$ cat config.mk
export PLATFORM = sky130hd
export DESIGN_NAME = nonpreemptive_sjf_scheduler_unit
export DESIGN_NICKNAME = d
export VERILOG_FILES = /design/src/hdl/sjf_pkg.sv /design/src/hdl/sjf_job_mem.sv /design/src/hdl/sjf_sel.sv /design/src/hdl/nonpreemptive_sjf_scheduler_unit.sv
export SDC_FILE = /design/constraint.sdc
export NUM_CORES = 1
export LEC_CHECK = 0
export BUFFER_PORTS_ARGS = -buffer_cell sky130_fd_sc_hd__buf_2
export CAP_MARGIN = 10
export CORE_MARGIN = 4
export CORE_UTILIZATION = 40
export CTS_BUF_LIST = sky130_fd_sc_hd__clkbuf_8
export DETAILED_ROUTE_END_ITERATION = 10
export PLACE_DENSITY = 0.64
export SYNTH_ARGS = -nofsm -noshare
export SYNTH_HDL_FRONTEND = slang
export SYNTH_SLANG_ARGS = --single-unit
export TNS_END_PERCENT = 5
$ cat constraint.sdc
create_clock -name clk -period 10.5 [get_ports clk]
set_input_delay 1.05 -clock clk [delete_from_list [all_inputs] [get_ports clk]]
set_output_delay 1.05 -clock clk [all_outputs]
set_load 0.01 [all_outputs]
$ cat src/hdl/sjf_pkg.sv
`default_nettype none

package sjf_pkg;

	localparam int BURST_W = 16;
	localparam int ARR_W   = 16;
	localparam int ID_W    = 7;
	localparam int CLK_W   = 21;
	localparam int TURN_W  = 22;
	localparam int SUM_W   = 27;

	typedef enum logic [1:0] {
		ST_IDLE,
		ST_SCAN_MIN,
		ST_SCAN_PICK,
		ST_EMIT
	} sjf_state_t;

	// what the shared selector is looking for during a pass over the job store
	typedef enum logic {
		MODE_EARLIEST,
		MODE_SHORTEST
	} sel_mode_t;

	typedef struct packed {
		logic      clr;
		logic      vld;
		logic      done;
		sel_mode_t mode;
	} sel_ctrl_t;

endpackage

`default_nettype wire

$ cat src/hdl/sjf_job_mem.sv
`default_nettype none

module sjf_job_mem
	import sjf_pkg::*;
#(
	parameter int DEPTH = 16,
	parameter int AW    = 4
) (
	input  wire logic               clk,
	input  wire logic               we,
	input  wire logic [AW-1:0]      waddr,
	input  wire logic [BURST_W-1:0] wburst,
	input  wire logic [ARR_W-1:0]   warrival,
	input  wire logic [AW-1:0]      raddr,
	output logic      [BURST_W-1:0] rburst,
	output logic      [ARR_W-1:0]   rarrival
);

	logic [BURST_W-1:0] burst_mem [DEPTH];
	logic [ARR_W-1:0]   arrival_mem [DEPTH];

	always_ff @(posedge clk) begin
		if (we) begin
			burst_mem[waddr]   <= wburst;
			arrival_mem[waddr] <= warrival;
		end
	end

	always_ff @(posedge clk) begin
		rburst   <= burst_mem[raddr];
		rarrival <= arrival_mem[raddr];
	end

endmodule

`default_nettype wire

$ cat src/hdl/sjf_sel.sv
`default_nettype none

module sjf_sel
	import sjf_pkg::*;
#(
	parameter int IDX_W = 4
) (
	input  wire logic               clk,
	input  wire logic               arst_n,
	input  wire sel_ctrl_t          ctrl,
	input  wire logic [IDX_W-1:0]   idx,
	input  wire logic [BURST_W-1:0] burst,
	input  wire logic [ARR_W-1:0]   arrival,
	input  wire logic [CLK_W-1:0]   clock_now,
	output logic                    found,
	output logic      [IDX_W-1:0]   best_idx,
	output logic      [BURST_W-1:0] best_burst,
	output logic      [ARR_W-1:0]   best_arrival
);

	logic               found_q;
	logic [IDX_W-1:0]   idx_q;
	logic [BURST_W-1:0] burst_q;
	logic [ARR_W-1:0]   arr_q;
	logic               elig;
	logic               take;
	logic               arr_lt;
	logic               arr_eq;

	always_comb begin
		arr_lt = arrival < arr_q;
		arr_eq = arrival == arr_q;
		elig   = 1'b0;
		take   = 1'b0;
		case (ctrl.mode)
			MODE_EARLIEST: begin
				elig = ctrl.vld && !ctrl.done;
				take = !found_q || arr_lt;
			end
			MODE_SHORTEST: begin
				// only jobs that have already arrived may be picked
				elig = ctrl.vld && !ctrl.done && (CLK_W'(arrival) <= clock_now);
				take = !found_q || (burst < burst_q)
					|| ((burst == burst_q) && (arr_lt || (arr_eq && idx < idx_q)));
			end
			default: begin
				elig = 1'b0;
				take = 1'b0;
			end
		endcase
	end

	always_ff @(posedge clk or negedge arst_n) begin
		if (!arst_n) begin
			found_q <= 1'b0;
		end else if (ctrl.clr) begin
			found_q <= 1'b0;
		end else if (elig && take) begin
			found_q <= 1'b1;
		end
	end

	always_ff @(posedge clk) begin
		if (!ctrl.clr && elig && take) begin
			idx_q   <= idx;
			burst_q <= burst;
			arr_q   <= arrival;
		end
	end

	assign found        = found_q;
	assign best_idx     = idx_q;
	assign best_burst   = burst_q;
	assign best_arrival = arr_q;

endmodule

`default_nettype wire

$ cat src/hdl/nonpreemptive_sjf_scheduler_unit.sv
`default_nettype none

// Non-preemptive shortest-job-first scheduler. Jobs (burst, arrival) load at one per
// cycle and are numbered from 1 in load order; loads beyond MAX_PROCS are dropped, and
// the load with last set closes the set and starts the run. Loading stalls during a run.
// For a set of n jobs each scheduled job costs two passes over the job store (earliest
// remaining arrival, then shortest arrived burst), each through the store's single
// registered read port and the one shared selection comparator, and then an emit of the
// result, which waits while the result side stalls. The last result carries final_res;
// the next set may be loaded while that result still waits to be taken.
module nonpreemptive_sjf_scheduler_unit
	import sjf_pkg::*;
#(
	parameter int MAX_PROCS = 16
) (
	input  wire logic               clk,
	input  wire logic               arst_n,
	input  wire logic               load_valid,
	output logic                    load_stall,
	input  wire logic [BURST_W-1:0] burst,
	input  wire logic [ARR_W-1:0]   arrival,
	input  wire logic               last,
	output logic                    res_valid,
	input  wire logic               res_stall,
	output logic      [ID_W-1:0]    job_id,
	output logic      [BURST_W-1:0] job_burst,
	output logic      [ARR_W-1:0]   job_arrival,
	output logic      [CLK_W-1:0]   waiting,
	output logic      [TURN_W-1:0]  turnaround,
	output logic      [SUM_W-1:0]   total_waiting,
	output logic      [SUM_W-1:0]   total_turnaround,
	output logic                    final_res
);

	localparam int IDX_W = (MAX_PROCS > 1) ? $clog2(MAX_PROCS) : 1;
	localparam int CNT_W = $clog2(MAX_PROCS + 1);

	sjf_state_t state_q, state_d;

	logic [CNT_W-1:0]   cnt_q;
	logic [CNT_W-1:0]   k_q;
	logic [CNT_W-1:0]   iss_q;
	logic               vld_s1;
	logic [IDX_W-1:0]   idx_s1;
	logic [CLK_W-1:0]   clock_q;
	logic [SUM_W-1:0]   sumw_q;
	logic [SUM_W-1:0]   sumt_q;
	logic               done_q [MAX_PROCS];
	logic               res_valid_q;

	logic               load_acc;
	logic               mem_we;
	logic               start_scan;
	logic               scan_end;
	logic               emit_go;
	logic               out_free;
	logic               is_final;
	sel_mode_t          mode;
	sel_ctrl_t          sel_ctrl;

	logic [BURST_W-1:0] rd_burst;
	logic [ARR_W-1:0]   rd_arr;
	logic               sel_found;
	logic [IDX_W-1:0]   best_idx;
	logic [BURST_W-1:0] best_burst;
	logic [ARR_W-1:0]   best_arr;

	logic [CLK_W-1:0]   wait_c;
	logic [TURN_W-1:0]  turn_c;
	logic [SUM_W:0]     sumw_c;
	logic [SUM_W:0]     sumt_c;
	logic [CLK_W:0]     clk_c;
	logic [CLK_W-1:0]   earliest_c;

	assign load_stall = (state_q != ST_IDLE);
	assign load_acc   = load_valid && !load_stall;
	assign out_free   = !res_valid_q || !res_stall;
	assign scan_end   = (iss_q == cnt_q) && !vld_s1;
	assign is_final   = (k_q + CNT_W'(1)) == cnt_q;
	assign mode       = (state_q == ST_SCAN_PICK) ? MODE_SHORTEST : MODE_EARLIEST;

	always_comb begin
		state_d    = state_q;
		mem_we     = 1'b0;
		start_scan = 1'b0;
		emit_go    = 1'b0;
		unique case (state_q)
			ST_IDLE: begin
				if (load_acc) begin
					mem_we = cnt_q < CNT_W'(MAX_PROCS);
					if (last) begin
						state_d    = ST_SCAN_MIN;
						start_scan = 1'b1;
					end
				end
			end
			ST_SCAN_MIN: begin
				if (scan_end) begin
					state_d    = ST_SCAN_PICK;
					start_scan = 1'b1;
				end
			end
			ST_SCAN_PICK: begin
				if (scan_end) begin
					state_d = ST_EMIT;
				end
			end
			ST_EMIT: begin
				if (out_free) begin
					emit_go = 1'b1;
					if (is_final) begin
						state_d = ST_IDLE;
					end else begin
						state_d    = ST_SCAN_MIN;
						start_scan = 1'b1;
					end
				end
			end
			default: begin
				state_d = ST_IDLE;
			end
		endcase
	end

	always_ff @(posedge clk or negedge arst_n) begin
		if (!arst_n) begin
			state_q <= ST_IDLE;
		end else begin
			state_q <= state_d;
		end
	end

	sjf_job_mem #(
		.DEPTH (MAX_PROCS),
		.AW    (IDX_W)
	) u_mem (
		.clk      (clk),
		.we       (mem_we),
		.waddr    (cnt_q[IDX_W-1:0]),
		.wburst   (burst),
		.warrival (arrival),
		.raddr    (iss_q[IDX_W-1:0]),
		.rburst   (rd_burst),
		.rarrival (rd_arr)
	);

	assign sel_ctrl = '{clr: start_scan, vld: vld_s1, done: done_q[idx_s1], mode: mode};

	sjf_sel #(
		.IDX_W (IDX_W)
	) u_sel (
		.clk          (clk),
		.arst_n       (arst_n),
		.ctrl         (sel_ctrl),
		.idx          (idx_s1),
		.burst        (rd_burst),
		.arrival      (rd_arr),
		.clock_now    (clock_q),
		.found        (sel_found),
		.best_idx     (best_idx),
		.best_burst   (best_burst),
		.best_arrival (best_arr)
	);

	// per-job arithmetic for the emit cycle
	always_comb begin
		earliest_c = CLK_W'(best_arr);
		wait_c     = clock_q - CLK_W'(best_arr);
		turn_c     = TURN_W'(wait_c) + TURN_W'(best_burst);
		sumw_c     = (SUM_W + 1)'(sumw_q) + (SUM_W + 1)'(wait_c);
		sumt_c     = (SUM_W + 1)'(sumt_q) + (SUM_W + 1)'(turn_c);
		clk_c      = (CLK_W + 1)'(clock_q) + (CLK_W + 1)'(best_burst);
	end

	// read issue: the store answers in the cycle after the address goes out
	always_ff @(posedge clk or negedge arst_n) begin
		if (!arst_n) begin
			iss_q  <= '0;
			vld_s1 <= 1'b0;
		end else if (start_scan) begin
			iss_q  <= '0;
			vld_s1 <= 1'b0;
		end else if ((state_q == ST_SCAN_MIN || state_q == ST_SCAN_PICK) && iss_q != cnt_q) begin
			iss_q  <= iss_q + CNT_W'(1);
			vld_s1 <= 1'b1;
		end else begin
			vld_s1 <= 1'b0;
		end
	end

	always_ff @(posedge clk) begin
		idx_s1 <= iss_q[IDX_W-1:0];
	end

	always_ff @(posedge clk or negedge arst_n) begin
		if (!arst_n) begin
			cnt_q   <= '0;
			k_q     <= '0;
			clock_q <= '0;
			sumw_q  <= '0;
			sumt_q  <= '0;
			for (int i = 0; i < MAX_PROCS; i++) begin
				done_q[i] <= 1'b0;
			end
		end else begin
			if (mem_we) begin
				cnt_q <= cnt_q + CNT_W'(1);
			end
			// jump ahead when nothing remaining has arrived yet
			if (state_q == ST_SCAN_MIN && scan_end && earliest_c > clock_q) begin
				clock_q <= earliest_c;
			end
			if (emit_go) begin
				if (is_final) begin
					cnt_q   <= '0;
					k_q     <= '0;
					clock_q <= '0;
					sumw_q  <= '0;
					sumt_q  <= '0;
					for (int i = 0; i < MAX_PROCS; i++) begin
						done_q[i] <= 1'b0;
					end
				end else begin
					k_q              <= k_q + CNT_W'(1);
					done_q[best_idx] <= 1'b1;
					clock_q          <= clk_c[CLK_W] ? '1 : clk_c[CLK_W-1:0];
					sumw_q           <= sumw_c[SUM_W] ? '1 : sumw_c[SUM_W-1:0];
					sumt_q           <= sumt_c[SUM_W] ? '1 : sumt_c[SUM_W-1:0];
				end
			end
		end
	end

	// result register
	always_ff @(posedge clk or negedge arst_n) begin
		if (!arst_n) begin
			res_valid_q <= 1'b0;
		end else if (emit_go) begin
			res_valid_q <= 1'b1;
		end else if (!res_stall) begin
			res_valid_q <= 1'b0;
		end
	end

	always_ff @(posedge clk) begin
		if (emit_go) begin
			job_id           <= ID_W'(best_idx) + ID_W'(1);
			job_burst        <= best_burst;
			job_arrival      <= best_arr;
			waiting          <= wait_c;
			turnaround       <= turn_c;
			total_waiting    <= sumw_c[SUM_W] ? '1 : sumw_c[SUM_W-1:0];
			total_turnaround <= sumt_c[SUM_W] ? '1 : sumt_c[SUM_W-1:0];
			final_res        <= is_final;
		end
	end

	assign res_valid = res_valid_q;

	a_pick_found: assert property (@(posedge clk) disable iff (!arst_n)
		(state_q == ST_EMIT) |-> sel_found)
		else $error("emit without a selected job");

	a_no_negative_wait: assert property (@(posedge clk) disable iff (!arst_n)
		emit_go |-> (CLK_W'(best_arr) <= clock_q))
		else $error("picked job has not arrived");

	a_count_bound: assert property (@(posedge clk) disable iff (!arst_n)
		cnt_q <= CNT_W'(MAX_PROCS))
		else $error("job count beyond capacity");

	a_progress: assert property (@(posedge clk) disable iff (!arst_n)
		(state_q != ST_IDLE) |-> (k_q < cnt_q))
		else $error("pick counter ran past job count");

	a_final_idle: assert property (@(posedge clk) disable iff (!arst_n)
		(emit_go && is_final) |=> (state_q == ST_IDLE && cnt_q == '0))
		else $error("set not cleared after final result");

endmodule

`default_nettype wire
# After elaboration in Yosys (flattened, before gate mapping)
# Memory sizes are Yosys's and may differ from the RTL's. A register that Yosys moved wholly into a read port is not among the register bits.
# Index checks and enable logic that the tools add are counted.
[word_totals]
regBits = 288
ramBits = 512
memories = 2
[mem_list]
columns = ["memory", "depth", "word_bits", "read_ports", "rd_clocked_by_memory_dff", "write_ports", "line_no", "source"]
rows = [
  ["u_mem.arrival_mem", 16, 16, 1, 1, 1, "sjf_job_mem.sv:20", "logic [ARR_W-1:0] arrival_mem [DEPTH];"],
  ["u_mem.burst_mem", 16, 16, 1, 1, 1, "sjf_job_mem.sv:19", "logic [BURST_W-1:0] burst_mem [DEPTH];"],
]
[classes]
add_sub_neg = 9
n_lt_le_gt_ge = 9
n_eq_ne = 14
n_mux = 48
n_bitwise = 4
reduce_logical = 32
[op_table]
columns = ["op", "n"]
rows = [
  ["2-to-1 mux 27 bit", 4],
  ["2-to-1 mux 21 bit", 4],
  ["adder 21 x 16 -> 22 bit", 2],
  ["equality test 16 bit", 2],
  ["< comparator 16 bit", 2],
  ["2-to-1 mux 5 bit", 6],
  ["adder 27 x 21 -> 28 bit", 1],
  ["adder 27 x 22 -> 28 bit", 1],
  ["2-to-1 mux 1 bit", 22],
  ["greater-than comparator 16 x 21 -> 1 bit", 1],
  ["less-or-equal comparator 16 x 21 -> 1 bit", 1],
  ["subtractor 21 x 16 -> 21 bit", 1],
  ["2-to-1 mux 16 bit", 1],
  ["OR 16 bit", 1],
  ["adder 5 x 1 -> 5 bit, second input constant", 3],
  ["logical AND 1 bit", 13],
  ["equality test 5 bit", 2],
  ["greater-or-equal comparator 5 bit, second input constant", 2],
  ["2-to-1 mux 2 bit", 5],
  ["!= test 2 bit, second input constant", 5],
  ["inverter 4 -> 5 bit", 2],
  ["case mux 2 bit (4 select lines)", 1],
  ["nonzero test 2 bit", 4],
  ["logical NOT 1 bit", 7],
  ["16 further kinds", 23],
]

# Depth between registers and ports, before layout
# Gate-level depths: netlist of the first run.
[logic_depth]
depth_word = 11
ltp_mapped = 29
ltp_nobuf = 27

# Cells and area by module
# From an unflattened synthesis of the first run, not the netlist that was laid out.
[unflattened]
hier_cells = 2458
hier_area_um2 = 36857.8
[by_module_without_submodules]
columns = ["module", "instances", "cells_per_inst", "area_per_inst_um2", "seq_area_each_um2"]
rows = [
  ["sjf_job_mem", 1, 838, 19836.5, 16015.4],
  ["nonpreemptive_sjf_scheduler_unit", 1, 1389, 14535.2, 6886.6],
  ["sjf_sel", 1, 231, 2486.1, 1106.1],
]

# Worst setup path after synthesis of the first run
# OpenSTA, ideal clock, no wires.
[synth_timing]
kind = "input to register"
start = "input port res_stall"
end = "register clock_q[11]"
setup_ps = 342
arrival_ps = 5697
required_time_ps = 10158
path_slack_ps = 4461
cell_stages = 5
path_cell_list = "nand2_1 nand2_1 inv_1 clkbuf_1 o21ai_0"
[synth_via]
elab_chain_cells = 5
elab_cells_between_ends = 6
cone_classes = "3 x mux; 3 x reduce/logical"
[synth_rtl]
columns = ["item", "line_no", "source"]
rows = [
  ["from (decl)", "nonpreemptive_sjf_scheduler_unit.sv:24", "input wire logic res_stall,"],
  ["logical NOT 1 bit *", "n/a", ""],
  ["logical OR 1 bit *", "nonpreemptive_sjf_scheduler_unit.sv:77", "assign out_free = !res_valid_q || !res_stall;"],
  ["2-to-1 mux 1 bit *", "nonpreemptive_sjf_scheduler_unit.sv:109", "if (out_free) begin"],
  ["2-to-1 mux 1 bit *", "nonpreemptive_sjf_scheduler_unit.sv:87", "unique case (state_q)"],
  ["named net emit_go", "nonpreemptive_sjf_scheduler_unit.sv:55", "logic emit_go;"],
  ["2-to-1 mux 21 bit or nonzero test 2 bit (tied branches)", "n/a", ""],
  ["to (signal assigned)", "nonpreemptive_sjf_scheduler_unit.sv:211", "clock_q <= earliest_c;"],
  ["to (signal assigned)", "nonpreemptive_sjf_scheduler_unit.sv:226", "clock_q <= clk_c[CLK_W] ? '1 : clk_c[CLK_W-1:0];"],
  ["to (decl)", "nonpreemptive_sjf_scheduler_unit.sv:45", "logic [CLK_W-1:0] clock_q;"],
]
# The timed path passes the listed nets; every way through them passes the cells marked *.
# A chain may end at the register's enable or synchronous reset.

# Worst setup path in the final report of the first run
[layout_timing]
start = "register clock_q[0]"
end = "register sumt_q[8]"
[layout_via]
elab_chain_cells = 5
[layout_rtl]
columns = ["item", "line_no", "source"]
rows = [
  ["subtractor 21 x 16 -> 21 bit", "nonpreemptive_sjf_scheduler_unit.sv:168", "wait_c = clock_q - CLK_W'(best_arr);"],
  ["named net wait_c[8]", "nonpreemptive_sjf_scheduler_unit.sv:68", "logic [CLK_W-1:0] wait_c;"],
  ["adder 21 x 16 -> 22 bit", "nonpreemptive_sjf_scheduler_unit.sv:169", "turn_c = TURN_W'(wait_c) + TURN_W'(best_burst);"],
  ["named net turn_c[18]", "nonpreemptive_sjf_scheduler_unit.sv:69", "logic [TURN_W-1:0] turn_c;"],
  ["adder 27 x 22 -> 28 bit", "nonpreemptive_sjf_scheduler_unit.sv:171", "sumt_c = (SUM_W + 1)'(sumt_q) + (SUM_W + 1)'(turn_c);"],
  ["2-to-1 mux 27 bit", "n/a", ""],
  ["2-to-1 mux 27 bit", "nonpreemptive_sjf_scheduler_unit.sv:214", "if (is_final) begin"],
  ["to (signal assigned)", "nonpreemptive_sjf_scheduler_unit.sv:228", "sumt_q <= sumt_c[SUM_W] ? '1 : sumt_c[SUM_W-1:0];"],
  ["to (decl)", "nonpreemptive_sjf_scheduler_unit.sv:47", "logic [SUM_W-1:0] sumt_q;"],
]
# The timed path passes the listed nets, and every way through them passes these cells.

==> results of run 1 <==
area by class of cell:
class / instances / area [µm²]
Fill cell: 7719 / 48880
Sequential cell: 830 / 24020
Multi-Input combinational cell: 1325 / 11890
Clock buffer: 152 / 2092
Tap cell: 1176 / 1471
Timing Repair Buffer: 205 / 1121
Clock inverter: 98 / 564.3
Inverter: 99 / 376.6
Antenna cell: 3 / 7.507
cells in the mapped netlist, types with 5 or more instances:
| cell | instances |
|---|---|
| xor2_1 | 32 |
| fa_1 | 5 |
| xnor2_1 | 66 |
| and3_1 | 12 |
| and2_1 | 24 |
| o211ai_1 | 12 |
| mux4_2 | 165 |
| o21bai_1 | 6 |
| o21ai_0 | 64 |
| a2111oi_0 | 8 |
| a21boi_0 | 5 |
| o31ai_1 | 6 |
| a21o_1 | 54 |
| inv_1 | 98 |
| nand4_1 | 21 |
| a22o_1 | 40 |
| a22oi_1 | 9 |
| dfrtp_1 | 111 |
| buf_1 | 17 |
| nor2_1 | 121 |
| nor3_1 | 42 |
| dfxtp_1 | 36 |
| mux2i_1 | 8 |
| ha_1 | 157 |
| a41oi_1 | 6 |
| a31oi_1 | 21 |
| buf_2 | 8 |
| nor4_1 | 7 |
| o22ai_1 | 6 |
| clkbuf_1 | 60 |
| or2_2 | 11 |
| a21oi_1 | 130 |
| a211oi_1 | 9 |
| a311oi_1 | 6 |
| or3_1 | 10 |
| nand2b_1 | 16 |
| o21a_1 | 18 |
| edfxtp_1 | 683 |
| nand2_1 | 110 |
| nor2b_1 | 14 |
| nand3_1 | 39 |
per-layer routing:
layer	wire length [µm]	track usage, %
met4	2957	7.116
met5	36	0
met2	44420	31.88
met1	36510	23.46
met3	6108	4.118
layout by cell type, fill, tap and decap left out, drive strengths merged, types with 8 or more instances in the layout:
cell type / n
inv: 151
nor3: 43
clkinv: 40
mux4: 165
o21a: 18
nand2b: 16
nand3: 39
ha: 157
clkbuf: 152
o21ai: 68
mux2i: 8
a21o: 54
or3: 10
buf: 205
nand2: 110
dfrtp: 111
xor2: 32
a22oi: 9
a22o: 40
a31oi: 22
and2: 25
xnor2: 66
and3: 12
a211oi: 10
a2111oi: 9
or2: 11
a21oi: 131
nor2b: 14
edfxtp: 683
dfxtp: 36
nand4: 21
o211ai: 12
nor2: 121
worst max-delay path by stage:
| stage | start | endpoint | cells after the start |
|---|---|---|---|
| floorplan | res_stall | clock_q[11] | 5 |
| global placement | clock_q[0] | sumt_q[8] | 25 |
| detailed placement | clock_q[0] | sumt_q[8] | 25 |
| CTS | clock_q[0] | sumt_q[8] | 25 |
| global route | clock_q[0] | sumt_q[8] | 27 |
| finish | clock_q[0] | sumt_q[8] | 25 |
flip-flops by register name, summed over array words and instances (netlist names), 16 cells and up:
| signal | count |
|---|---|
| u_sel.best_arrival | 16 |
| u_sel.best_burst | 16 |
| total_turnaround | 27 |
| turnaround | 22 |
| u_mem.rarrival | 16 |
| clock_q | 21 |
| u_mem.rburst | 16 |
| u_mem.burst_mem | 256 |
| sumw_q | 27 |
| total_waiting | 27 |
| waiting | 21 |
| job_burst | 16 |
| u_mem.arrival_mem | 256 |
| done_q | 16 |
| sumt_q | 27 |
| job_arrival | 16 |
per-stage QoR:
stage / util [%] / std cells / cell area [µm²] / setup slack, ns / hold slack (ns)
2_1_floorplan: - / 2341 / 36590 / 4.461 / 0.3422
3_3_place_gp: 42.99 / 3634 / 38870 / 4.008 / 0.4210
3_5_place_dp: 43.00 / 3635 / 38880 / 3.826 / 0.4286
4_1_cts: 45.93 / 3885 / 41540 / 3.828 / 0.2926
5_1_grt: 45.94 / 3887 / 41540 / 3.179 / 0.3401
6_report: 45.94 / 3888 / 41540 / 3.758 / 0.3359
logic make-up after synthesis:
| family | after synthesis | share of synthesized area [%] |
|---|---|---|
| compound gates | 444 | 8.125 |
| xor+xnor | 98 | 2.346 |
| fa+ha+maj | 162 | 5.643 |
| buf+inv | 186 | 1.956 |
| flops | 830 | 65.62 |
| mux | 177 | 10.50 |
| other cells | 1 | 0.01025 |
| simple gates | 442 | 5.803 |
==> flow_metrics.tcl, run 1 <==
set metrics [dict create \
    final.period_utilization_pct 64.21 \
    hpwl_after_dpl_mm 55.89 \
    numCtsBuffers 139 \
    worstPathRequired_ns 11.19 \
    dr.first_iter.drc_count 1881 \
    critical-path-top-cell-by-count "ha_1" \
    worstMarginPinSlew_ns 1.092 \
    crit_path_start_kind "register" \
    cts.htree.levels 4 \
    synthesis.yosys.warnings 0 \
    crit_family "compound AO/OA/AOI/OAI gates" \
    postRouteAntennaNets 0 \
    die_extent_in_y_um 310.4 \
    io_pins 176 \
    detail_route.first_pass.iterations 5 \
    clock.fmax_ghz 0.1483 \
    final-max-slew-violation-count 0 \
    min-delay-path-class "in -> async" \
    area.growth.synth_to_final_pct 13.55 \
    cp_data_arrival_time_ns 7.43 \
    coreArea_um2 90420 \
    timing.max_slew.rel_slack_pct 27.18 \
    worst_r2r_path_depth 25 \
    numPortBuffers 173 \
    synth-edff-count 683 \
    setup_tns_ns 0 \
    pin_count_of_the_biggest_net_entering_global_routing 116 \
    avgSynthCellArea_um2 15.64 \
    setup.worst_path.end_class "register" \
    place.gp.congestion 0.9074 \
    wl_per_cell_um 23.16 \
    layout_cell_share_with_drive_strength_beyond_1_pct 21.89 \
    num_rows 110 \
    initial_core_utilization_pct 40.46 \
    number_of_buffers_added_for_setup_after_cts 0 \
    critical_path.reg2reg.endpoint "sumt_q[8]" \
    cts.hold.buffers_added 0 \
    count_of_mapped_cells_out_of_synthesis 2340 \
    kind_of_critical_path "reg -> reg" \
    cts-resized-gates 0 \
    post-synth-top-area-cell "edfxtp_1" \
    cpMaxStageDelayCell "o41ai_1" \
    synthArstFlopShare_pct 13.37 \
    cts_tree "done" \
    final_critical_path_required_period_ns 6.742 \
    cts_root_buf "clkbuf_8" \
    worst_r2r_src "clock_q[0]" \
    path_max_fanout 18 \
    synth.area.top_cells "edfxtp_1, mux4_2, dfrtp_1" \
    grt_antenna_before_repair 12 \
    die_area_um2 96370 \
    fin_skew_ns 0.04048 \
    numClockSinks 830 \
    cpPeakStageDelay_ns 0.66 \
    critPathBufInv 2 \
    synth-seq-area-share_pct 65.62 \
    drv_cap 0 \
    synth.distinct_cells 80 \
    max-clock-path-buffers 3 \
    post_drt_via_cell_ratio 5.586 \
    postSynthRegisterBits 830 \
    finalNetCount 2799 \
    yosys.area.top_type_share_pct 56.06 \
    drc 0 \
    netlist_area_um2 36590 \
    first_pass_grt_wire_length_mm 135.5 \
    chip_width_um 310.4 \
    outcome "finished clean" \
    first_global_vias 22418 \
    ys_dominant_reg_cell "edfxtp_1" \
    cts.clk_slew.worst_paths_ns 0.06 \
    clk_latency_ns 0.81 \
    setup_viol_count_final 0 \
    reg2reg_setup_slack_ns 3.76 \
    dr_total_vias 21718 \
    unrepaired_setup_endpoints_after_global_routing "false" \
    grt_remaining_overflow 0 \
    grt.total_usage_pct 18.69 \
    final-hold-violation-count 0 \
    routed_wirelength_mm 90.03 \
]
Power of run 1 is not shown: default switching activity piles up to over one toggle a cycle in this logic, so the estimate is an artifact.
==> run 2: changes to the inputs <==
- clock period: 10.5 -> 7 ns (I/O delays scaled with it)
==> run 2 against run 1 <==
  * Register-to-register slack got worse by 3.3 ns
  * Setup slack got worse by 3.3 ns
  * First-iteration DRC count rose by 25%
  * Non-clock buffer count rose by 5
  * Die area did not move
  * Global-route usage rose by 0.25 points
  * Worst hold slack got worse by 0.12 ns
  * Critical path type unchanged
  * Via count barely moved
  * Clock-buffer cell count rose by 2
  * Highest routed layer unchanged
==> flow_metrics.tcl, run 2 (same netlist as run 1, synthesis figures left out) <==
set metrics [dict create \
    outcome "finished clean" \
    crit_path_start_kind "register" \
    place_area_um2 38910 \
    chip_width_um 310.4 \
    setup_tns_ns 0 \
    cts-resized-gates 0 \
    dp_slack_ns 0.4746 \
    numPortBuffers 173 \
    cts_tree "done" \
    cpMaxStageDelayCell "o41ai_1" \
    layout_top_registers "u_mem.arrival_mem x256, u_mem.burst_mem x256" \
    first_global_vias 22809 \
    cp_data_arrival_time_ns 7.20 \
    final_critical_path_required_period_ns 6.555 \
    grt_util_met1_pct 24.51 \
    place.gp.congestion 0.9051 \
    final.period_utilization_pct 93.65 \
    final_cell_area_um2 41660 \
    setup_viol_count_final 0 \
    grt_antenna_before_repair 11 \
    drv_cap 0 \
    numClockSinks 830 \
    fin_skew_ns 0.04612 \
    numCtsBuffers 140 \
    dr_total_vias 21725 \
    cts.clk_slew.worst_paths_ns 0.06 \
    drc 0 \
    cpPeakStageDelay_ns 0.61 \
    clk_latency_ns 0.81 \
    busiest_layer "met2" \
    die_extent_in_y_um 310.4 \
    final-max-slew-violation-count 0 \
    final-hold-violation-count 0 \
    detail_route.first_pass.iterations 7 \
    grt.total_usage_pct 18.94 \
    io_pins 176 \
    coreArea_um2 90420 \
    grt_remaining_overflow 0 \
    finalNetCount 2805 \
    routed_wirelength_mm 90.64 \
    groute.layer.met3.usage_pct 3.744 \
    hpwl_after_dpl_mm 56.28 \
    first_pass_grt_wire_length_mm 137.9 \
    initial_core_utilization_pct 40.46 \
    timing.max_slew.rel_slack_pct 28.93 \
    kind_of_critical_path "reg -> reg" \
    layout_cell_share_with_drive_strength_beyond_1_pct 21.85 \
    max-clock-path-buffers 3 \
    post-route-worst-setup-slack_ns 0.4447 \
    postRouteAntennaNets 0 \
    worst_r2r_path_depth 25 \
    num_rows 110 \
    pin_count_of_the_biggest_net_entering_global_routing 113 \
    leading_cell_type_in_the_layout_fill_and_taps_excluded "edfxtp_1" \
    worstPathRequired_ns 7.64 \
    clock.fmax_ghz 0.1525 \
    cts.htree.levels 4 \
    post_drt_via_cell_ratio 5.575 \
    min-delay-path-class "in -> reg" \
    wl_per_cell_um 23.26 \
    unrepaired_setup_endpoints_after_global_routing "false" \
    path_max_fanout 10 \
    dr.first_iter.drc_count 2349 \
    final_cell_mix "edfxtp_1, buf_2, mux4_2" \
    cts_root_buf "clkbuf_8" \
    die_area_um2 96370 \
    area.growth.synth_to_final_pct 13.86 \
    setup.worst_path.end_class "register" \
    worstMarginPinSlew_ns 1.039 \
    min_path_cells 3 \
    met2_usage_pct 31.90 \
]
## run 2: changes by cell type in the layout (fill, tap and decap cells not counted), sizes merged
cell	change
buf	+4
bufinv	+1
clkbuf	+2
clkinv	-3
clkinvlp	-1
diode	-1
dlygate4sd3	+1
inv	+6
## run 2: cell type report
class,instances,area (µm²)
fillers,7702,48770
clock inverters,101,613.1
inverters,99,376.6
clock buffers,154,2120
well taps,1176,1471
diodes,2,5.005
flip-flops and latches,830,24020
repair buffers,210,1161
multi-input cells,1325,11890
## run 2: through the flow
stage	cells	utilization (%)	hold slack, ns
after global routing	3896	46.07	0.1950
after CTS	3895	46.06	0.1397
final	3897	46.07	0.2160
after global placement	3638	43.02	0.4254
after floorplan	2341	-	0.3422
after detailed placement	3639	43.03	0.4222
## run 2: worst max-delay path, delay by kind of cell, from the launching register on
family                   cells  cell delay (ns)
flip-flops                   1             0.42
buffers and inverters        2             0.14
adder cells (fa/ha/maj)      4             1.38
AO/OA/AOI/OAI               12             3.40
XOR/XNOR                     2             0.21
AND/OR/NAND/NOR              5             0.82
## run 2: routing by layer
layer  up-vias  wire length [µm]
met5         -                27
met4         4              2831
met3       178              5595
met2       748             44520
met1     11066             37670
li1       9729                 -
## run 2: what timing repair did
action / CTS / global route
hold buffers: 1 / 0
endpoints found under the hold margin: 39 / 0
buffers inserted: 0 / 0
## run 2: path summary, 6_finish.rpt
| check | startpoint | to | slack (ns) |
|---|---|---|---|
| worst max-delay path | clock_q[0] | sumt_q[22] | 0.44 |
| worst min-delay path | res_stall | res_valid | 0.22 |
| worst max register to register | clock_q[0] | sumt_q[22] | 0.44 |
| worst min register to register | u_mem.rburst[9] | u_sel.best_burst[9] | 0.44 |
| max in group asynchronous | arst_n | iss_q[0] | 4.94 |
| min in group asynchronous | arst_n | sumt_q[9] | 0.44 |
Power of run 2 is left out for the same reason.
